$ cat config.mk
export PLATFORM = sky130hd
export DESIGN_NAME = led_blink_mode_controller
export DESIGN_NICKNAME = d
export VERILOG_FILES = /design/src/sv/lbmc_pkg.sv /design/src/sv/led_blink_mode_controller.sv
export SDC_FILE = /design/constraint.sdc
export NUM_CORES = 1
export LEC_CHECK = 0
export BUFFER_PORTS_ARGS = -buffer_cell sky130_fd_sc_hd__clkbuf_2
export CAP_MARGIN = 20
export CORE_MARGIN = 2
export CORE_UTILIZATION = 60
export DETAILED_ROUTE_END_ITERATION = 10
export GPL_TIMING_DRIVEN = 0
export PLACE_DENSITY = 0.79
export SLEW_MARGIN = 20
export SYNTH_ARGS = -nofsm -noshare
export SYNTH_HDL_FRONTEND = slang
export SYNTH_SLANG_ARGS = --single-unit
$ cat constraint.sdc
create_clock -name clk -period 4.3 [get_ports clk]
set_input_delay 0.215 -clock clk [delete_from_list [all_inputs] [get_ports clk]]
set_output_delay 0.215 -clock clk [all_outputs]
set_load 0.03 [all_outputs]
$ cat src/sv/lbmc_pkg.sv
`timescale 1ns / 1ps

package lbmc_pkg;

  // Field widths fixed by the interface
  localparam int OP_W    = 3;
  localparam int MODE_W  = 2;
  localparam int COUNT_W = 8;

  // Input operation codes
  localparam logic [OP_W-1:0] OP_TICK      = 3'd0;
  localparam logic [OP_W-1:0] OP_REQ_OFF   = 3'd1;
  localparam logic [OP_W-1:0] OP_REQ_SOLID = 3'd2;
  localparam logic [OP_W-1:0] OP_REQ_BLINK = 3'd3;
  localparam logic [OP_W-1:0] OP_REQ_BLINKN = 3'd4;

  // LED modes
  localparam logic [MODE_W-1:0] MODE_OFF     = 2'd0;
  localparam logic [MODE_W-1:0] MODE_SOLID   = 2'd1;
  localparam logic [MODE_W-1:0] MODE_BLINK   = 2'd2;
  localparam logic [MODE_W-1:0] MODE_BLINK_N = 2'd3;

  // One result word
  typedef struct packed {
    logic               led_level;
    logic [MODE_W-1:0]  active_mode;
    logic [COUNT_W-1:0] blinks_left;
  } result_t;

endpackage

$ cat src/sv/led_blink_mode_controller.sv
`timescale 1ns / 1ps

// Channel | Handshake          | Fields
// --------+--------------------+-----------------------------------------
// input   | in_valid, in_stall | op, half_period, blink_count
// output  | out_valid, out_stall | led_level, active_mode, blinks_left
//
// One word is accepted per cycle unless in_stall; each result lands in the
// output register, or the skid entry on a stall. Mode, period and countdown
// update is a single pass of compares and two decrements between registers.
// Synchronous reset: LED dark, mode off, timer stopped, no result held.
// A two-entry output buffer lets one more word in while a result is stalled;
// in_stall rises only when both entries are full.

module led_blink_mode_controller #(
  parameter int PERIOD_BITS = 24
) (
  input  logic                         clk,
  input  logic                         rst,
  input  logic                         in_valid,
  output logic                         in_stall,
  input  logic [lbmc_pkg::OP_W-1:0]    op,
  input  logic [PERIOD_BITS-1:0]       half_period,
  input  logic [lbmc_pkg::COUNT_W-1:0] blink_count,
  output logic                         out_valid,
  input  logic                         out_stall,
  output logic                         led_level,
  output logic [lbmc_pkg::MODE_W-1:0]  active_mode,
  output logic [lbmc_pkg::COUNT_W-1:0] blinks_left
);

  import lbmc_pkg::*;

  localparam logic [PERIOD_BITS-1:0] PERIOD_ONE = PERIOD_BITS'(1);

  // Controller state
  logic [MODE_W-1:0]      mode_now, mode_now_next;
  logic [PERIOD_BITS-1:0] period_now, period_now_next;
  logic [COUNT_W-1:0]     count_now, count_now_next;
  logic [MODE_W-1:0]      mode_after, mode_after_next;
  logic [PERIOD_BITS-1:0] period_after, period_after_next;
  logic [COUNT_W-1:0]     count_after, count_after_next;
  logic                   led_out, led_out_next;
  logic [PERIOD_BITS-1:0] countdown, countdown_next;
  logic                   timer_running, timer_running_next;

  // Output buffer
  result_t out_data;
  result_t skid_data;
  logic    skid_valid;
  result_t res;

  logic accept;
  logic out_ready;

  // Request decode
  logic                   is_req;
  logic [MODE_W-1:0]      req_m;
  logic [PERIOD_BITS-1:0] req_p;
  logic [COUNT_W-1:0]     req_c;

  // Work flags
  logic                   do_enter;
  logic [MODE_W-1:0]      enter_m;
  logic [PERIOD_BITS-1:0] enter_p;
  logic [COUNT_W-1:0]     enter_c;
  logic                   do_start;
  logic                   do_stop;
  logic [PERIOD_BITS-1:0] cd_dec;
  logic [COUNT_W-1:0]     count_dec;

  assign in_stall  = skid_valid;
  assign accept    = in_valid && !skid_valid;
  assign out_ready = !out_valid || !out_stall;

  // Map the operation onto a mode request
  always_comb begin
    is_req = 1'b1;
    req_m  = MODE_OFF;
    req_p  = period_now;
    req_c  = count_now;
    unique case (op)
      OP_REQ_OFF:   req_m = MODE_OFF;
      OP_REQ_SOLID: req_m = MODE_SOLID;
      OP_REQ_BLINK: begin
        req_m = MODE_BLINK;
        req_p = half_period;
      end
      OP_REQ_BLINKN: begin
        req_m = MODE_BLINK_N;
        req_p = half_period;
        req_c = blink_count;
      end
      default: is_req = 1'b0;
    endcase
  end

  // Next state for one word
  always_comb begin
    mode_now_next      = mode_now;
    period_now_next    = period_now;
    count_now_next     = count_now;
    mode_after_next    = mode_after;
    period_after_next  = period_after;
    count_after_next   = count_after;
    led_out_next       = led_out;
    countdown_next     = countdown;
    timer_running_next = timer_running;
    do_enter = 1'b0;
    enter_m  = req_m;
    enter_p  = req_p;
    enter_c  = req_c;
    do_start = 1'b0;
    do_stop  = 1'b0;
    cd_dec    = (countdown != '0) ? countdown - PERIOD_ONE : '0;
    count_dec = count_now - COUNT_W'(1);

    if (op == OP_TICK) begin
      // Advance the countdown, act on expiry
      if (timer_running) begin
        countdown_next = cd_dec;
        if (cd_dec == '0) begin
          timer_running_next = 1'b0;
          if (!led_out) begin
            led_out_next = 1'b1;
            do_start     = 1'b1;
          end else if (mode_now == MODE_BLINK_N && count_dec == '0) begin
            // Last blink: restore the saved mode
            count_now_next = '0;
            do_enter = 1'b1;
            enter_m  = mode_after;
            enter_p  = period_after;
            enter_c  = count_after;
          end else begin
            if (mode_now == MODE_BLINK_N) begin
              count_now_next = count_dec;
            end
            led_out_next = 1'b0;
            do_start     = 1'b1;
          end
        end
      end
    end else if (is_req) begin
      if (req_m == mode_now && req_m != MODE_BLINK_N) begin
        // Same mode: drop the request
      end else if (mode_now != MODE_BLINK_N) begin
        if (req_m == MODE_BLINK_N) begin
          mode_after_next   = mode_now;
          period_after_next = period_now;
          count_after_next  = count_now;
          mode_now_next     = MODE_BLINK_N;
          period_now_next   = req_p;
          count_now_next    = req_c;
          led_out_next      = 1'b1;
          do_start          = 1'b1;
        end else begin
          do_enter = 1'b1;
        end
      end else if (req_m == MODE_BLINK_N) begin
        // Restart blink N
        period_now_next = req_p;
        count_now_next  = req_c;
        led_out_next    = 1'b1;
        do_start        = 1'b1;
      end else if (count_now == '0) begin
        do_enter = 1'b1;
      end else begin
        // Hold the request until blink N ends
        mode_after_next   = req_m;
        period_after_next = req_p;
        count_after_next  = req_c;
      end
    end

    // Enter a mode
    if (do_enter) begin
      mode_now_next   = enter_m;
      period_now_next = enter_p;
      count_now_next  = enter_c;
      if (enter_m == MODE_OFF) begin
        led_out_next = 1'b0;
        do_stop      = 1'b1;
      end else if (enter_m == MODE_SOLID) begin
        led_out_next = 1'b1;
        do_stop      = 1'b1;
      end else begin
        led_out_next = 1'b1;
        do_start     = 1'b1;
      end
    end

    // Load or clear the countdown
    if (do_stop) begin
      countdown_next     = '0;
      timer_running_next = 1'b0;
    end else if (do_start) begin
      countdown_next     = (period_now_next != '0) ? period_now_next : PERIOD_ONE;
      timer_running_next = 1'b1;
    end
  end

  // Result word for this item
  always_comb begin
    res.led_level   = led_out_next;
    res.active_mode = mode_now_next;
    res.blinks_left = (mode_now_next == MODE_BLINK_N) ? count_now_next : '0;
  end

  // State registers
  always_ff @(posedge clk) begin
    if (rst) begin
      mode_now      <= MODE_OFF;
      period_now    <= '0;
      count_now     <= '0;
      mode_after    <= MODE_OFF;
      period_after  <= '0;
      count_after   <= '0;
      led_out       <= 1'b0;
      countdown     <= '0;
      timer_running <= 1'b0;
    end else if (accept) begin
      mode_now      <= mode_now_next;
      period_now    <= period_now_next;
      count_now     <= count_now_next;
      mode_after    <= mode_after_next;
      period_after  <= period_after_next;
      count_after   <= count_after_next;
      led_out       <= led_out_next;
      countdown     <= countdown_next;
      timer_running <= timer_running_next;
    end
  end

  // Output register and skid entry
  always_ff @(posedge clk) begin
    if (rst) begin
      out_valid  <= 1'b0;
      skid_valid <= 1'b0;
    end else if (out_ready) begin
      if (skid_valid) begin
        out_data   <= skid_data;
        out_valid  <= 1'b1;
        skid_valid <= 1'b0;
      end else if (accept) begin
        out_data  <= res;
        out_valid <= 1'b1;
      end else begin
        out_valid <= 1'b0;
      end
    end else if (accept) begin
      skid_data  <= res;
      skid_valid <= 1'b1;
    end
  end

  assign led_level   = out_data.led_level;
  assign active_mode = out_data.active_mode;
  assign blinks_left = out_data.blinks_left;

endmodule
Yosys cells after proc, flatten, opt, wreduce, memory -nomap -nowiden. Index checks and enable logic that the tools add are counted.

Logic and storage cells: 164. Bits in writable memories: 0. Latch bits: 0. Memory bits (read-only): 0. Register bits: 118. Bits of input ports: 39. Memories: 0.

$mul: 0. Add/sub/neg operators: 2. Order comparisons: 0. Reduce and logical (&&, ||, !) cells: 25. Multiplexer cells: 102. Bitwise gates (word level): 4. Equal/unequal tests: 14. Shift operators: 0. Divide/modulo/power cells: 0.

Operator list (number): 2-to-1 mux 24 bit (21); 2-to-1 mux 8 bit (21); nonzero test 24 bit (2); 2-to-1 mux 1 bit (42); 2-to-1 mux 2 bit (15); logical NOT 24 bit (1); subtractor 24 x 1 -> 24 bit, second input constant (1); 2-to-1 mux 11 bit (2); logical NOT 8 bit (2); AND reduction 3 bit (3); != test 2 bit, second input constant (4); subtractor 8 x 1 -> 8 bit, second input constant (1); AND reduction 7 bit (1); equality test 2 bit, second input constant (3); equality test 3 x 2 -> 1 bit, second input constant (2); case mux 2 bit (3 select lines) (1); nonzero test 3 bit (2); NOT 1 bit (4); OR reduction 2 bit (2); OR reduction 4 bit (1); equality test 3 x 1 -> 1 bit, second input constant (1); equality test 3 bit, second input constant (1); logical AND 1 bit (3); logical NOT 1 bit (3); other kinds (8) (8).

Logic depth before layout (Yosys ltp).
Depth in word-level cells: 14. Gate-level depth with buffers: 15.

Least setup slack after synthesis. OpenSTA, ideal clock, no wires.

Path kind: register to register. From: reg countdown[0]. To: reg countdown[0]. Data arrival time: 3.711 ns. Clock period less this slack: 3.798 ns. Setup slack: 0.502 ns. Cell stages (with the launch flop): 15. Required time: 4.214 ns. Library setup time: 0.086 ns. Buffers on the path: 3. Cell sequence: dfxtp_1 > inv_1 > ha_1 > or3b_2 > clkbuf_1 > or4_1 > buf_2 > o21a_1 > o2111a_1 > a31o_1 > buf_6 > a221o_1 > or2_0 > or4_1 > a221oi_2.

Word-level cells in the longest chain between the ends: 12.

RTL lines: start, declared (RTL line led_blink_mode_controller.sv:44) `logic [PERIOD_BITS-1:0] countdown, countdown_next;`; start signal, assigned (RTL line led_blink_mode_controller.sv:229) `countdown <= countdown_next;`; subtractor 24 x 1 -> 24 bit / nonzero test 24 bit (equally long branches) (RTL line led_blink_mode_controller.sv:115) `cd_dec = (countdown != '0) ? countdown - PERIOD_ONE : '0;`; 2-to-1 mux 24 bit (*) (RTL line led_blink_mode_controller.sv:115); logical NOT 24 bit (RTL line led_blink_mode_controller.sv:122) `if (cd_dec == '0) begin`; 2-to-1 mux 2 bit (RTL line led_blink_mode_controller.sv:122); 2-to-1 mux 2 bit (RTL line led_blink_mode_controller.sv:120) `if (timer_running) begin`; 2-to-1 mux 2 bit (RTL line led_blink_mode_controller.sv:118) `if (op == OP_TICK) begin`; equality test 2 x 1 -> 1 bit (RTL line led_blink_mode_controller.sv:183) `end else if (enter_m == MODE_SOLID) begin`; 2-to-1 mux 1 bit (RTL line led_blink_mode_controller.sv:183); 2-to-1 mux 1 bit (RTL line led_blink_mode_controller.sv:180) `if (enter_m == MODE_OFF) begin`; 2-to-1 mux 1 bit (RTL line led_blink_mode_controller.sv:176) `if (do_enter) begin`; nonzero test 3 bit (no line) / 2-to-1 mux 24 bit (equally long branches); AND reduction 3 bit (no line) / 2-to-1 mux 24 bit (equally long branches).

Mark *: on every way between the ends. The rest lies on a longest branch, timed or not. The select of a mux whose other input is x is not followed. A chain may end at the register's enable or synchronous reset.

Final worst setup path. Ends and elaborated chain as after synthesis.

==> results.py <==
metrics = {
    "routing": {
        "routedWlPerCell_um": 20.7,
        "top_layer_used": "met4",
        "route.met3.wl_um": 2100,
        "met1_length_um": 9200,
        "drc": 6,
        "first_iter_violations": 988,
        "wl_met2_um": 11000,
        "ant_nets": 0,
        "wl_um": 23600,
        "drtPass1Iterations": 10,
        "vias_per_cell": 6.68,
        "num_vias": 7601,
    },
    "cts": {
        "clock_latency_ps": 430,
        "cts_tree": "done",
        "clockBufferDepth": 2,
        "root_buffer": "clkbuf_16",
        "numClockSinks": 118,
        "h-tree-depth": 4,
        "cts_hold_buf": 0,
        "numCtsBuffers": 17,
        "clk_pin_slew_ps": 60,
    },
    "synthesis": {
        "synth_cell_type_count": 66,
        "synth_top_family_by_area": "simple AND/OR/NAND/NOR gates",
        "postSynthCellCount": 910,
        "synth_edf_count": 22,
        "synth_mux_area_frac": 0.0751,
        "synth-xor-area-share": 0.0221,
        "synth_adder_area_share": 0.00875,
        "yosys.area_share.simple": 0.263,
        "syn_area_per_cell_sq_um": 7.86,
        "ys_seq_elements": 118,
        "synth_top_cell_by_area": "dfxtp_1",
        "yosys_warnings": 0,
        "synth-compound-area-share": 0.222,
        "syn_area_sq_mm": 0.00715,
        "synthTopCellsByArea": "dfxtp_1, edfxtp_1, mux2i_1, nand2_1, nor2_1",
        "synthesis.nets": 954,
        "synth_flop_cell": "dfxtp_1",
        "seq_area_frac_synth": 0.361,
        "async_flop_share": 0,
        "synth_top_area_share": 0.269,
    },
    "place": {
        "place.gp.congestion": 1.04,
        "place_inst": 1102,
        "place_hpwl_um": 16600,
        "numPortBuffers": 48,
        "dp_slack_ps": -340,
        "post_dp_cell_area_sq_mm": 0.00759,
    },
    "timing": {
        "fin_crit_sh": 0.969,
        "setup_violations": 0,
        "final_hold_viol_count": 0,
        "worst_pin_slew_ps": 884,
        "slew_viol_final": 0,
        "clock_skew_ps": 7.03,
        "finalWorstSetupSlack_ps": 134,
        "fmax_mhz": 240,
        "rsz0062_at_grt": "false",
        "timing.hold.ws_ps": 44.1,
        "slew_headroom": 0.406,
        "fin_crit_ps": 4170,
    },
    "outcome": {
        "violations": "design-rule violations",
        "status": "complete, but fails checks",
    },
    "global_route": {
        "globalRouteTotalUtil": 0.364,
        "grt_pass1_vias": 6948,
        "overflow": 0,
        "grt_pass1_wl_um": 36400,
        "antenna_found_initial": 0,
        "grt_max_degree": 17,
    },
    "floorplanning": {
        "core_region_area_sq_mm": 0.0115,
        "die_y_um": 113,
        "initial_core_util": 0.621,
        "design.die.area_sq_mm": 0.0128,
        "dieWidth_um": 113,
        "pin_count": 52,
        "rows": 39,
    },
    "worst_setup_path": {
        "arrival_ps": 4510,
        "crit_slowest_cell": "or3b_2",
        "worstPathCellList": "inv_1 -> ha_1 -> or3b_2 -> or4_1 -> buf_2 -> o21a_1 -> o2111a_1 -> a31o_1 -> buf_6 -> a221o_1 -> or2_0 -> or4_1 -> a221oi_2",
        "cpPeakStageDelay_ps": 590,
        "critPathKind": "reg2reg",
        "crit_buf_inv": 3,
        "path_common_cell": "or4_1",
        "required_ps": 4640,
        "worstSetupStartpointType": "register",
        "timing.rr.start": "countdown[0]$_SDFFE_PP0P_",
        "setup.worst_path.end_class": "register",
        "path_delay_family": "simple AND/OR/NAND/NOR gates",
        "cp_max_fo": 10,
        "startpoint": "countdown[0]$_SDFFE_PP0P_",
    },
    "finish": {
        "area_growth_pct": 17.5,
        "fin_area_sq_mm": 0.00840,
        "layout-drive-gt1-share": 0.143,
        "diodes": 0,
        "final_cells": 1138,
        "final_nets": 1027,
        "fillers": 885,
    },
    "pwr": {
        "p_leak_nw": 3.13,
        "powerDensity_mw_per_mm2": 687,
        "ir_drop_v": 0.000793,
        "fin_total_pwr_mw": 5.77,
    },
    "run": {
        "drv_cap": 0,
    },
    "min_path": {
        "min_path_type": "in2reg",
        "worstHoldStart": "blink_count[3]",
    },
}
==> power by group <==
group	switching [mW]	leakage, nW	internal (mW)	total (mW)
Sequential	0.137	1.00	1.24	1.37
Clock	0.516	0.309	1.01	1.53
Combinational	1.68	1.82	1.19	2.86
Total	2.33	3.13	3.44	5.77
==> worst paths after layout <==
path / to / slack (ps) / cells past startpoint
worst min-delay path: count_after[3]$_SDFFE_PP0P_ / 40 / 3
worst max register to register: countdown[0]$_SDFFE_PP0P_ / 130 / 13
worst min register to register: period_after[1]$_SDFFE_PP0P_ / 460 / 2
worst max-delay path: countdown[0]$_SDFFE_PP0P_ / 130 / 13
==> worst register-to-register path, delay by kind of cell, from the launching register on <==
| kind | cells | cell delay (ps) |
|---|---|---|
| DFF | 1 | 380 |
| and+or+nand+nor | 4 | 1730 |
| buffers and inverters | 3 | 440 |
| adders and majority gates | 1 | 170 |
| AOI/OAI and AO/OA | 5 | 1370 |
==> metal layers <==
layer  vias up  track usage
met1      3579        0.449
li1       3485            -
met3       101       0.0787
met5         -            0
met4         0        0.202
met2       436        0.592
==> final cells by class <==
cell class                      instances  area [sq um]  share of cell area
Tap cell                              143           179              0.0213
Inverter                               12          45.0             0.00536
Clock buffer                           22           475              0.0566
Buffer                                 73           308              0.0366
Clock inverter                          9           149              0.0177
Multi-Input combinational cell        706          4370               0.520
Timing Repair Buffer                   55           293              0.0349
Sequential cell                       118          2580               0.307
==> cells in the final DEF (no fill, tap or decap), types with 21 or more instances in the layout <==
cell / synthesis / final
nor2_1: 116 / 114
clkbuf_2: 1 / 56
mux2i_1: 48 / 47
nand2_1: 125 / 125
a211oi_1: 51 / 46
o21ai_0: 44 / 44
edfxtp_1: 22 / 22
nor4_1: 22 / 21
clkbuf_1: 63 / 59
dfxtp_1: 96 / 96
a21oi_1: 67 / 65
==> state kept, by name (all words and copies together), names as in the netlist <==
| register | count |
|---|---|
| count_now | 8 |
| mode_after | 2 |
| active_mode | 2 |
| led_level | 1 |
| led_out | 1 |
| count_after | 8 |
| countdown | 24 |
| in_stall | 1 |
| out_valid | 1 |
| skid_data | 11 |
| period_now | 24 |
| mode_now | 2 |
| period_after | 24 |
| timer_running | 1 |
| blinks_left | 8 |
==> per-stage QoR <==
step	utilization	setup TNS, ps
4_1_cts	0.720	0
3_3_place_gp	0.657	-5710
2_1_floorplan	-	0
6_report	0.729	0
5_1_grt	0.729	0
3_5_place_dp	0.659	-5910
==> timing repair <==
item | CTS | global route
setup buffers | 0 | 6
pin swaps | 0 | 4
setup endpoints to repair | 40 | 53
gates resized for setup | 21 | 14
==> cell usage after synthesis (17+ instances only) <==
cell type    n
nand2_1    125
nor2_1     116
dfxtp_1     96
a21oi_1     67
clkbuf_1    63
a211oi_1    51
mux2i_1     48
o21ai_0     44
edfxtp_1    22
nor4_1      22
nor3_1      20
and3_1      19
nand3_1     17
==> kinds of logic (layout without fill, tap and decap cells) <==
family          count (synthesis)  count (layout)
flops                         118             118
simple gates                  391             391
compound gates                239             239
buf+inv                        86             171
xor+xnor                       18              18
fa+ha+maj                       5               5
mux                            53              53
Power figures use the tool's default switching activity.
